**src/hdl/rapf_pkg.sv**
```systemverilog
// Package: shared types, register map, symbol codes and the base encoder for the pattern finder.
package rapf_pkg;

    // Configuration port geometry
    localparam int AddrBits = 6;
    localparam int DataBits = 64;
    localparam int LenBits  = 6;
    localparam int ModeBits = 3;
    localparam int OutPosBits = 32;
    localparam int PatWords = 4;
    localparam int PatBytes = 32;

    // Register indexes (byte address = 8 * index)
    localparam logic [2:0] REG_ALPHABET_MODE  = 3'd0;
    localparam logic [2:0] REG_PATTERN_LENGTH = 3'd1;
    localparam logic [2:0] REG_PATTERN_WORD_0 = 3'd2;
    localparam logic [2:0] REG_PATTERN_WORD_1 = 3'd3;
    localparam logic [2:0] REG_PATTERN_WORD_2 = 3'd4;
    localparam logic [2:0] REG_PATTERN_WORD_3 = 3'd5;

    // Alphabet modes
    localparam logic [ModeBits-1:0] MODE_TWO_LETTER   = 3'd2;
    localparam logic [ModeBits-1:0] MODE_THREE_LETTER = 3'd3;
    localparam logic [ModeBits-1:0] MODE_NO_REDUCTION = 3'd4;

    // ASCII codes
    localparam logic [7:0] CHR_A     = 8'h41;
    localparam logic [7:0] CHR_C     = 8'h43;
    localparam logic [7:0] CHR_G     = 8'h47;
    localparam logic [7:0] CHR_T     = 8'h54;
    localparam logic [7:0] CHR_ZERO  = 8'h30;
    localparam logic [7:0] CHR_ONE   = 8'h31;
    localparam logic [7:0] CHR_TWO   = 8'h32;
    localparam logic [7:0] CHR_LOW_A = 8'h61;
    localparam logic [7:0] CHR_LOW_Z = 8'h7a;
    localparam logic [7:0] CASE_GAP  = 8'h20;

    // Control passed from the register block to the datapath
    typedef struct packed {
        logic [ModeBits-1:0] mode;     // alphabet mode
        logic [LenBits-1:0]  len_c;    // pattern length clamped to the window
        logic                len_zero; // empty pattern: never matches
        logic [LenBits-1:0]  len_m1;   // clamped length minus one
    } t_match_ctrl;

    // Upper-case a letter, then reduce it under the selected alphabet
    function automatic logic [7:0] encode_base(input logic [7:0] b,
                                               input logic [ModeBits-1:0] mode);
        logic [7:0] c;
        logic [7:0] r;
        c = b;
        if (b >= CHR_LOW_A && b <= CHR_LOW_Z) begin
            c = b - CASE_GAP;
        end
        r = c;
        if (mode == MODE_TWO_LETTER) begin
            if (c == CHR_A || c == CHR_G) begin
                r = CHR_ZERO;
            end else if (c == CHR_C || c == CHR_T) begin
                r = CHR_ONE;
            end
        end else if (mode == MODE_THREE_LETTER) begin
            if (c == CHR_A) begin
                r = CHR_ZERO;
            end else if (c == CHR_G) begin
                r = CHR_ONE;
            end else if (c == CHR_C || c == CHR_T) begin
                r = CHR_TWO;
            end
        end
        return r;
    endfunction

endpackage

```
**src/hdl/rapf_cfg.sv**
```systemverilog
// Register block: APB-style configuration registers and the aligned compare pattern.
module rapf_cfg import rapf_pkg::*; #(
    parameter int PATTERN_MAX = 32
) (
    input  logic                     i_clk,
    input  logic                     i_rst_n,
    input  logic                     psel,
    input  logic                     penable,
    input  logic                     pwrite,
    input  logic [AddrBits-1:0]      paddr,
    input  logic [DataBits-1:0]      pwdata,
    output logic [DataBits-1:0]      prdata,
    output logic                     pready,
    output t_match_ctrl              o_ctrl,
    output logic [PATTERN_MAX*8-1:0] o_pattern,  // byte j compares with window entry j
    output logic [PATTERN_MAX-1:0]   o_mask      // entries that take part in the compare
);

    logic [ModeBits-1:0]       r_mode;
    logic [LenBits-1:0]        r_len;
    logic [DataBits-1:0]       r_word [PatWords];
    logic [PatBytes*8-1:0]     pat_all;
    logic [2:0]                reg_idx;
    logic                      wr_en;
    logic [LenBits-1:0]        len_c;
    logic [PATTERN_MAX*8-1:0]  n_pattern;
    logic [PATTERN_MAX-1:0]    n_mask;
    logic [PATTERN_MAX*8-1:0]  r_pattern;
    logic [PATTERN_MAX-1:0]    r_mask;

    assign pready  = 1'b1;
    assign reg_idx = paddr[AddrBits-1:3];
    assign wr_en   = psel && penable && pwrite && pready;
    assign pat_all = {r_word[3], r_word[2], r_word[1], r_word[0]};

    // Register writes
    always_ff @(posedge i_clk) begin
        if (!i_rst_n) begin
            r_mode <= MODE_NO_REDUCTION;
            r_len  <= LenBits'(1);
            for (int w = 0; w < PatWords; w++) begin
                r_word[w] <= '0;
            end
        end else if (wr_en) begin
            unique case (reg_idx)
                REG_ALPHABET_MODE:  r_mode    <= pwdata[ModeBits-1:0];
                REG_PATTERN_LENGTH: r_len     <= pwdata[LenBits-1:0];
                REG_PATTERN_WORD_0: r_word[0] <= pwdata;
                REG_PATTERN_WORD_1: r_word[1] <= pwdata;
                REG_PATTERN_WORD_2: r_word[2] <= pwdata;
                REG_PATTERN_WORD_3: r_word[3] <= pwdata;
                default: ;
            endcase
        end
    end

    // Read back
    always_comb begin
        unique case (reg_idx)
            REG_ALPHABET_MODE:  prdata = DataBits'(r_mode);
            REG_PATTERN_LENGTH: prdata = DataBits'(r_len);
            REG_PATTERN_WORD_0: prdata = r_word[0];
            REG_PATTERN_WORD_1: prdata = r_word[1];
            REG_PATTERN_WORD_2: prdata = r_word[2];
            REG_PATTERN_WORD_3: prdata = r_word[3];
            default:            prdata = '0;
        endcase
    end

    // Length clamped to the window depth
    assign len_c = (r_len > LenBits'(PATTERN_MAX)) ? LenBits'(PATTERN_MAX) : r_len;

    assign o_ctrl.mode     = r_mode;
    assign o_ctrl.len_c    = len_c;
    assign o_ctrl.len_zero = (len_c == '0);
    assign o_ctrl.len_m1   = len_c - LenBits'(1);

    // Pattern reversed so that window entry j (newest first) meets byte len-1-j
    always_comb begin
        logic [LenBits-1:0] idx;
        idx = '0;
        for (int j = 0; j < PATTERN_MAX; j++) begin
            idx = len_c - LenBits'(j) - LenBits'(1);
            n_mask[j] = (LenBits'(j) < len_c);
            n_pattern[j*8 +: 8] = n_mask[j] ? pat_all[idx[4:0]*8 +: 8] : 8'h00;
        end
    end

    always_ff @(posedge i_clk) begin
        r_pattern <= n_pattern;
        r_mask    <= n_mask;
    end

    assign o_pattern = r_pattern;
    assign o_mask    = r_mask;

endmodule

```
**src/hdl/rapf_core.sv**
```systemverilog
// Datapath: input register, symbol window, parallel compare and result register.
module rapf_core import rapf_pkg::*; #(
    parameter int PATTERN_MAX   = 32,
    parameter int POSITION_BITS = 32
) (
    input  logic                     i_clk,
    input  logic                     i_rst_n,
    input  t_match_ctrl              i_ctrl,
    input  logic [PATTERN_MAX*8-1:0] i_pattern,
    input  logic [PATTERN_MAX-1:0]   i_mask,
    input  logic                     i_s_valid,
    output logic                     o_s_ready,
    input  logic [7:0]               i_base,
    input  logic                     i_strand,
    input  logic                     i_first,
    output logic                     o_m_valid,
    input  logic                     i_m_ready,
    output logic [OutPosBits-1:0]    o_position,
    output logic                     o_strand
);

    localparam int WinBits = PATTERN_MAX * 8;
    localparam int PosW    = (POSITION_BITS > OutPosBits) ? POSITION_BITS : OutPosBits;
    localparam logic [POSITION_BITS-1:0] PosMax = '1;
    localparam logic [LenBits-1:0]       FillMax = LenBits'(PATTERN_MAX);

    // Input register
    logic                     r_in_valid;
    logic [7:0]               r_base;
    logic                     r_strand;
    logic                     r_first;
    // Sequence state
    logic [WinBits-1:0]       r_win;
    logic [LenBits-1:0]       r_fill;
    logic [POSITION_BITS-1:0] r_pos;
    // Result register
    logic                     r_out_valid;
    logic [OutPosBits-1:0]    r_out_pos;
    logic                     r_out_strand;

    logic                     s_accept;
    logic                     advance;
    logic [7:0]               sym;
    logic [WinBits-1:0]       base_win;
    logic [WinBits-1:0]       n_win;
    logic [LenBits-1:0]       fill_base;
    logic [LenBits-1:0]       n_fill;
    logic [POSITION_BITS-1:0] pos_cur;
    logic [POSITION_BITS-1:0] n_pos;
    logic [PATTERN_MAX-1:0]   byte_ok;
    logic                     hit;
    logic [PosW-1:0]          start_w;

    // Handshake: the input register refills whenever its content moves on
    assign advance   = r_in_valid && (!r_out_valid || i_m_ready);
    assign o_s_ready = !r_in_valid || !r_out_valid || i_m_ready;
    assign s_accept  = i_s_valid && o_s_ready;

    always_ff @(posedge i_clk) begin
        if (!i_rst_n) begin
            r_in_valid <= 1'b0;
        end else if (s_accept) begin
            r_in_valid <= 1'b1;
        end else if (advance) begin
            r_in_valid <= 1'b0;
        end
    end

    always_ff @(posedge i_clk) begin
        if (s_accept) begin
            r_base   <= i_base;
            r_strand <= i_strand;
            r_first  <= i_first;
        end
    end

    // Encode and shift the window; a new sequence starts from a clear window
    assign sym       = encode_base(r_base, i_ctrl.mode);
    assign base_win  = r_first ? '0 : r_win;
    assign n_win     = (base_win << 8) | WinBits'(sym);
    assign fill_base = r_first ? '0 : r_fill;
    assign n_fill    = (fill_base == FillMax) ? fill_base : fill_base + LenBits'(1);
    assign pos_cur   = r_first ? '0 : r_pos;
    assign n_pos     = (pos_cur == PosMax) ? pos_cur : pos_cur + POSITION_BITS'(1);

    // Parallel byte compare against the aligned pattern
    always_comb begin
        for (int j = 0; j < PATTERN_MAX; j++) begin
            byte_ok[j] = !i_mask[j] || (n_win[j*8 +: 8] == i_pattern[j*8 +: 8]);
        end
    end

    assign hit     = !i_ctrl.len_zero && (n_fill >= i_ctrl.len_c) && (&byte_ok);
    assign start_w = PosW'(pos_cur) - PosW'(i_ctrl.len_m1);

    // Sequence state update
    always_ff @(posedge i_clk) begin
        if (!i_rst_n) begin
            r_win  <= '0;
            r_fill <= '0;
            r_pos  <= '0;
        end else if (advance) begin
            r_win  <= n_win;
            r_fill <= n_fill;
            r_pos  <= n_pos;
        end
    end

    // Result register
    always_ff @(posedge i_clk) begin
        if (!i_rst_n) begin
            r_out_valid <= 1'b0;
        end else if (advance) begin
            r_out_valid <= hit;
        end else if (i_m_ready) begin
            r_out_valid <= 1'b0;
        end
    end

    always_ff @(posedge i_clk) begin
        if (advance) begin
            r_out_pos    <= start_w[OutPosBits-1:0];
            r_out_strand <= r_strand;
        end
    end

    assign o_m_valid  = r_out_valid;
    assign o_position = r_out_pos;
    assign o_strand   = r_out_strand;

    // Fill count never runs past the window depth
    a_fill_bound: assert property (@(posedge i_clk) disable iff (!i_rst_n)
        r_fill <= FillMax)
        else $error("fill count beyond window depth");

    // Until the window fills, position and fill count advance together
    a_pos_tracks_fill: assert property (@(posedge i_clk) disable iff (!i_rst_n)
        (r_fill < FillMax) |-> (r_pos == POSITION_BITS'(r_fill)))
        else $error("position out of step with fill count");

    // A processed item that matches leaves a result behind
    a_hit_result: assert property (@(posedge i_clk) disable iff (!i_rst_n)
        (advance && hit) |=> r_out_valid)
        else $error("match lost");

    // A processed item that does not match leaves no result
    a_miss_no_result: assert property (@(posedge i_clk) disable iff (!i_rst_n)
        (advance && !hit) |=> !r_out_valid)
        else $error("result invented");

endmodule

```
**src/hdl/reduced_alphabet_pattern_finder.sv**
```systemverilog
// Top level: reduced-alphabet sliding-window pattern finder with stream and APB-style ports.
// Takes one sequence byte per cycle on the slave stream and reports every occurrence of the
// configured pattern (1 to PATTERN_MAX bytes, overlaps included) as its zero-based start
// position and strand tag on the master stream. Throughput is one byte per clock while no result
// waits untaken; each byte passes the input register, then the window shift and
// parallel byte compare into the result register. Input ready drops only when both the input
// and result registers hold data and the result is not being taken. The aligned pattern is
// registered and is rebuilt in the cycle after a register write.
module reduced_alphabet_pattern_finder import rapf_pkg::*; #(
    parameter int PATTERN_MAX   = 32,
    parameter int POSITION_BITS = 32
) (
    input  logic                i_clk,
    input  logic                i_rst_n,
    // Slave stream
    input  logic                s_axis_tvalid,
    output logic                s_axis_tready,
    input  logic [7:0]          s_axis_tdata,   // [7:0] base
    input  logic [1:0]          s_axis_tuser,   // [0] strand, [1] first
    // Master stream
    output logic                m_axis_tvalid,
    input  logic                m_axis_tready,
    output logic [31:0]         m_axis_tdata,   // [31:0] match_position
    output logic                m_axis_tuser,   // [0] match_strand
    // Configuration
    input  logic                psel,
    input  logic                penable,
    input  logic                pwrite,
    input  logic [AddrBits-1:0] paddr,
    input  logic [DataBits-1:0] pwdata,
    output logic [DataBits-1:0] prdata,
    output logic                pready
);

    t_match_ctrl              ctrl;
    logic [PATTERN_MAX*8-1:0] pattern;
    logic [PATTERN_MAX-1:0]   mask;

    // Configuration registers and aligned pattern
    rapf_cfg #(
        .PATTERN_MAX (PATTERN_MAX)
    ) u_cfg (
        .i_clk     (i_clk),
        .i_rst_n   (i_rst_n),
        .psel      (psel),
        .penable   (penable),
        .pwrite    (pwrite),
        .paddr     (paddr),
        .pwdata    (pwdata),
        .prdata    (prdata),
        .pready    (pready),
        .o_ctrl    (ctrl),
        .o_pattern (pattern),
        .o_mask    (mask)
    );

    // Window and compare datapath
    rapf_core #(
        .PATTERN_MAX   (PATTERN_MAX),
        .POSITION_BITS (POSITION_BITS)
    ) u_core (
        .i_clk      (i_clk),
        .i_rst_n    (i_rst_n),
        .i_ctrl     (ctrl),
        .i_pattern  (pattern),
        .i_mask     (mask),
        .i_s_valid  (s_axis_tvalid),
        .o_s_ready  (s_axis_tready),
        .i_base     (s_axis_tdata),
        .i_strand   (s_axis_tuser[0]),
        .i_first    (s_axis_tuser[1]),
        .o_m_valid  (m_axis_tvalid),
        .i_m_ready  (m_axis_tready),
        .o_position (m_axis_tdata),
        .o_strand   (m_axis_tuser)
    );

endmodule

```
**config.mk**
```make
export PLATFORM = sky130hd
export DESIGN_NAME = reduced_alphabet_pattern_finder
export DESIGN_NICKNAME = d
export VERILOG_FILES = /design/src/hdl/rapf_pkg.sv /design/src/hdl/rapf_cfg.sv /design/src/hdl/rapf_core.sv /design/src/hdl/reduced_alphabet_pattern_finder.sv
export SDC_FILE = /design/constraint.sdc
export NUM_CORES = 2
export LEC_CHECK = 0
export BUFFER_PORTS_ARGS = -buffer_cell sky130_fd_sc_hd__buf_2
export CORE_MARGIN = 5
export CORE_UTILIZATION = 55
export CTS_CLUSTER_DIAMETER = 100
export DETAILED_ROUTE_END_ITERATION = 12
export PLACE_DENSITY = 0.77
export SYNTH_ARGS = -nofsm -noshare
export SYNTH_HDL_FRONTEND = slang
export SYNTH_SLANG_ARGS = --single-unit
```
**constraint.sdc**
```tcl
create_clock -name i_clk -period 9.5 [get_ports i_clk]
set_clock_uncertainty 0.05 [all_clocks]
set_input_delay 0.95 -clock i_clk [delete_from_list [all_inputs] [get_ports i_clk]]
set_output_delay 0.95 -clock i_clk [all_outputs]
set_load 0.02 [all_outputs]
```
# --- After elaboration in Yosys (flattened, before gate mapping) ---
# Memory sizes are Yosys's and may differ from the RTL's.
# Cells that the tools add are included.
totals:
  ff_bits: 628
  ramBits: 256
  in_bits: 87
  n_memories: 1
op_classes:
  addsub: 66
  n_lt_le_gt_ge: 36
  n_eq_ne: 45
  shifts: 32
  muxes: 40
  n_bitwise: 5
  n_reduce_logical: 86
mem_list:
  columns: ["memory", "depth", "width", "read_ports", "rd_ports_with_merged_regs", "wr", "line", "source"]
  rows:
  - ["u_cfg.r_word", 4, 64, 4, 0, 4, "rapf_cfg.sv:21", "logic [DataBits-1:0] r_word [PatWords];"]
ops:
  columns: ["op", "count"]
  rows:
  - ["$shiftx A256 B9 Y8", 32]
  - ["$pmux W64 S6", 1]
  - ["$eq A8 B8 Y1", 32]
  - ["$mux W64", 4]
  - ["$or A256 B8 Y256", 1]
  - ["$mux W248", 1]
  - ["$sub A5 B1 Y5 const B", 31]
  - ["$lt A5 B6 Y1 const A", 16]
  - ["$sub A5 B5 Y5 const B", 16]
  - ["$mux W32", 2]
  - ["$mux W8", 8]
  - ["$lt A4 B6 Y1 const A", 8]
  - ["$sub A5 B4 Y5 const B", 8]
  - ["$logic_or A1 B1 Y1", 37]
  - ["$logic_not A1 Y1", 35]
  - ["$add A32 B1 Y32 const B", 1]
  - ["$eq A32 B32 Y1 const B", 1]
  - ["$eq A8 B7 Y1 const B", 4]
  - ["$reduce_and A32 Y1", 1]
  - ["$sub A32 B6 Y32", 1]
  - ["$lt A3 B6 Y1 const A", 4]
  - ["$mux W1", 21]
  - ["$sub A5 B3 Y5 const B", 4]
  - ["$mux W6", 3]
  - ["other kinds (20)", 38]

# --- Logic depth before layout (Yosys ltp) ---
depth:
  depth_word: 16
  ltp_mapped: 21
  depth_no_buf: 15

# --- By module ---
# Synthesis repeated with hierarchy kept, for this count alone.
hier_totals:
  cells_unflattened: 5849
  area_unflattened_um2: 56555.5
modules_own_cells:
  columns: ["module", "instances", "cells_each", "area_per_inst_um2", "seq_area_each_um2"]
  rows:
  - ["rapf_cfg", 1, 3291, 36349.9, 13633.1]
  - ["rapf_core", 1, 2558, 20205.6, 7056.8]

# --- Least setup slack after synthesis ---
# Ideal clock, no wire load.
synth_timing:
  kind: "input to register"
  from: "input port paddr[5]"
  to: "memory u_cfg.r_word[1][0] (enable)"
  arrival_time_ns: 5.971
  t_required_ns: 8.875
  setup_slack_ns: 2.904
  path_stages: 4
  cell_sequence: "nand2b_1 > clkbuf_1 > clkbuf_1 > o21ai_0"
synth_rtl:
  columns: ["item", "line", "source"]
  rows:
  - ["from (decl)", "reduced_alphabet_pattern_finder.sv:29", "input logic [AddrBits-1:0] paddr,"]
  - ["to (decl)", "rapf_cfg.sv:21", null]

# --- Worst setup path in the final report ---
layout_timing:
  from: "register u_cfg.r_len[5]"
  to: "register u_core.r_out_pos[28] (netlist: u_core.o_position[28]), data pin"
layout_between:
  elab_chain_len: 4
layout_lines:
  columns: ["item", "line", "source"]
  rows:
  - ["from (decl)", "rapf_cfg.sv:20", "logic [LenBits-1:0] r_len;"]
  - ["from (signal assigned)", "rapf_cfg.sv:40", "r_len <= LenBits'(1);"]
  - ["from (signal assigned)", "rapf_cfg.sv:47", "REG_PATTERN_LENGTH: r_len <= pwdata[LenBits-1:0];"]
  - ["$gt A6 B6 Y1", "rapf_cfg.sv:71", "assign len_c = (r_len > LenBits'(PATTERN_MAX)) ? LenBits'(PATTERN_MAX) : r_len;"]
  - ["$mux W6 *", "rapf_cfg.sv:71", null]
  - ["$sub A6 B1 Y6 *", "rapf_cfg.sv:76", "assign o_ctrl.len_m1 = len_c - LenBits'(1);"]
  - ["$sub A32 B6 Y32 *", "rapf_core.sv:94", "assign start_w = PosW'(pos_cur) - PosW'(i_ctrl.len_m1);"]
  - ["named net u_core.start_w[28]", "rapf_core.sv:52", "logic [PosW-1:0] start_w;"]
  - ["to (signal assigned)", "rapf_core.sv:122", "r_out_pos <= start_w[OutPosBits-1:0];"]
  - ["to (decl)", "rapf_core.sv:38", "logic [OutPosBits-1:0] r_out_pos;"]
# The timed path passes the listed nets; every way through them passes the cells marked *.
# A chain may end at the register's enable or synchronous reset.

==> impl_results.md <==
- Met2 GRT Util: between 50% and 60%
- Register area: ~0.021 sq mm
- Ys async rst share: 0%
- Pins Over Slew Limit: 0
- DR iter-0 viols: approximately 6.8k
- Antenna-violating nets left: 0
- Final hold violation count: 0
- Largest family of logic cells by synthesized area: multiplexers
- Final setup vio count: 0
- Complex-gate fraction of the synthesized area: between 10% and 20%
- Layout area overhead: 9.56%
- Worst EP arrival: around 6500 ps
- Mapped Area: 0.0527 sq mm
- Fin Hold WS: 371 ps
- Clock-pin slew on the worst setup and hold paths: 60 ps
- Clk_lat worst skew: a little over 700 ps
- Peak fanout along the critical path: 40
- Reg-to-reg slack, setup: 3420 ps
- Residual DRC: 0
- Slew margin rel.: under 10%
- Startpoint type of the worst setup path: flip-flop
- Worst Setup End Kind: flip-flop
- Leakage power: roughly 23 nW
- Antenna violations before repair: 28
- Synthesized instance count: ~5.5k
- Area occupied by multi-input gates: between 0.03 and 0.04 sq mm
- Hold-fix buffers at CTS: 0
- Worst setup path start: u_cfg.r_len[5]
- End point of the critical path: u_core.o_position[28]
- CTS buffer count: 93
- Syn Area/Cell: approximately 9.5 sq um
- # rows: roughly 110
- Final TNS setup: 0 ps
- Vias post-DR: between 40k and 50k
- Fin nets: about 5.6k
- Max Buffers Root-to-Sink: 3
- Layout cells sized above 1: between 10 and 15%
- Met1 Resource Use GR: between 50% and 60%
- Post-synthesis net count: roughly 5.7k
- Post-synthesis adder-cell area fraction: less than 1%
- Worst VDD drop: about 180 uV
- R2R Path End: u_core.o_position[28]
- Worst slew pin tran: between 1000 and 1500 ps
- Initial core utilization: 55.5%
- Routed WL: just over 200,000 um
- Setup bufs post-CTS: 0
- Detail Placement HPWL: roughly 150,000 um
- Mux contribution to synthesized area: around a quarter
- Ports: around 190
- Die Span X: 320 um
- Largest net degree at the start of global routing: ~190
- Vias/cell: 6.68
- Grt ovf: 0
- CTS root buf: clkbuf_16
- Die footprint: between 0.1 and 0.15 sq mm
- Placed insts: around 6.7k
- IO buf count: 182
- Post-synth EDFFs: between 200 and 300
- Die height: between 300 and 400 um
- Worst r2r src: u_cfg.r_len[5]
- First-pass GRT wire length: approximately 290,000 um
- Setup Crit Path Kind: flip-flop to flip-flop
- Final period util: 64.1%
- Max Fclk: approximately 160 MHz
- Layer with the highest usage: met2
- Reg power frac: between 40% and 50%
- Most frequent cells in the layout: 787 x mux2i_1, 707 x nand2_1, 585 x dfxtp_1
- Post-placement setup slack: between 3000 and 4000 ps
- Synth Warn #: 0
- TritonCTS clock tree: done
- CTS sink cnt: just under 900
- CTS resizes: 0
- Pre-Repair DR Iteration Count: 8
- Layout Cells excl Fill: roughly 6.9k
- Core box area: ~0.095 sq mm
- Met3 Track Usage GR: 9.98%
- Pwr Density: 160 mW/mm^2
- Vias in the first global route: 40.8k
- Clock Power Share: a little over two fifths
- Final worst slack: about 3400 ps
- Period minus WS final: between 6000 and 7000 ps
- Status: finished clean
- Tot Pwr: 0.00925 W
- Hold WC Path Type: flip-flop to flip-flop
- Share of the yosys chip area belonging to registers: 39.2%
- Net Sw Power: 0.00258 W
- CTS H-tree depth: 3
- Routed len/inst: approximately 30 um
- XOR/XNOR Fraction of Synth Area: 3.25%
- Filler cells: around 8.0k
- Most common cell after layout, fill and taps aside: mux2i_1
- Switching share of power: 27.9%
- Library cells used by synthesis: around 90
- Max_cap viols: 0
- Prevailing post-synth register cell: dfxtp_1
- Comb pwr share: a little over an eighth
- Post-synthesis simple-gate area fraction: 17.6%
- Placer Congestion: between 1 and 1.5
- Internal Power: 0.00667 W
- FF+latch count, synth: roughly 880
- RSZ-0062 raised after global routing: no
- Gr usage total: between 30% and 40%
- FF-to-FF path depth: 16
- Worst EP required: 9870 ps
==> registers in the layout (all words and copies together) (netlist names), 8 cells and up <==
signal	cells
u_cfg.o_pattern	256
u_cfg.r_word	256
u_core.r_win	248
u_cfg.o_mask	32
u_core.o_position	32
u_core.r_pos	32
u_core.r_base	8
==> Yosys cell counts, types with 83 or more instances <==
master      n  area (sq um)
mux2i_1   787          7880
nand2_1   708          2660
dfxtp_1   585         11700
a21oi_1   482          2410
nor2_1    404          1520
edfxtp_1  299          8980
and2_1    276          1730
o21ai_0   260          1300
clkbuf_1  259           972
nand3_1   239          1200
mux4_2    216          4860
xnor2_1   153          1340
a31oi_1   121           757
nor4bb_1  103          1030
inv_1      83           312
==> cell type report <==
cell class | count | area share (%)
Sequential cell | 884 | 35.8
Multi-Input combinational cell | 4195 | 52.5
Antenna cell | 23 | 0.0996
Timing Repair Buffer | 245 | 2.49
Tap cell | 1265 | 2.74
Inverter | 94 | 0.671
Clock inverter | 54 | 1.22
Clock buffer | 116 | 4.46
==> worst max-delay path: stages, from the launching register on <==
cell and delay (ps):
dfxtp_1 640, inv_2 380, nand2_2 130, buf_4 660
ha_1 700, nand2_1 540, nor2_1 190, or2_1 320
inv_2 210, ha_1 390, inv_1 70, o21bai_1 110
a211o_1 470, nor2_1 260, nand2_1 180, o311ai_0 290
o21ai_0 150
==> logic make-up after synthesis <==
group / after synthesis
simple gates: 1908
compound gates: 1054
mux: 1010
flops: 884
buf+inv: 470
xor+xnor: 189
fa+ha+maj: 33
other cells: 1
==> worst min path at each step <==
stage / start / end / slack (ps) / cells after the start
finish: u_core.r_strand / u_core.o_strand / 370 / 0
global route: s_axis_tdata[6] / u_core.r_base[6] / 380 / 1
CTS: s_axis_tdata[6] / u_core.r_base[6] / 340 / 1
detailed placement: u_core.r_strand / u_core.o_strand / 370 / 0
global placement: u_core.r_strand / u_core.o_strand / 350 / 0
floorplan: u_core.r_strand / u_core.o_strand / 350 / 0
==> power groups by stage <==
stage	logic, W	clock network [W]	registers [W]
global placement	0.00114	0	0.00419
CTS	0.00116	0.00394	0.00412
global route	0.00124	0.00410	0.00413
detailed placement	0.00115	0	0.00420
floorplan	0.000694	0	0.00417
finish	0.00120	0.00392	0.00413
==> metal layers <==
layer  up-vias  wire length, um
met2      2745            86100
met3       416            24000
li1      20200                -
met1     22600            79900
met4         0            14700
met5         -                0
==> metrics by stage <==
stage,util (%),cell area [sq um]
2_1_floorplan,-,52700
3_3_place_gp,57.3,54400
3_5_place_dp,57.3,54400
4_1_cts,60.7,57700
5_1_grt,60.8,57700
6_report,60.8,57800
Note: power is estimated with default switching activity, not from simulation.
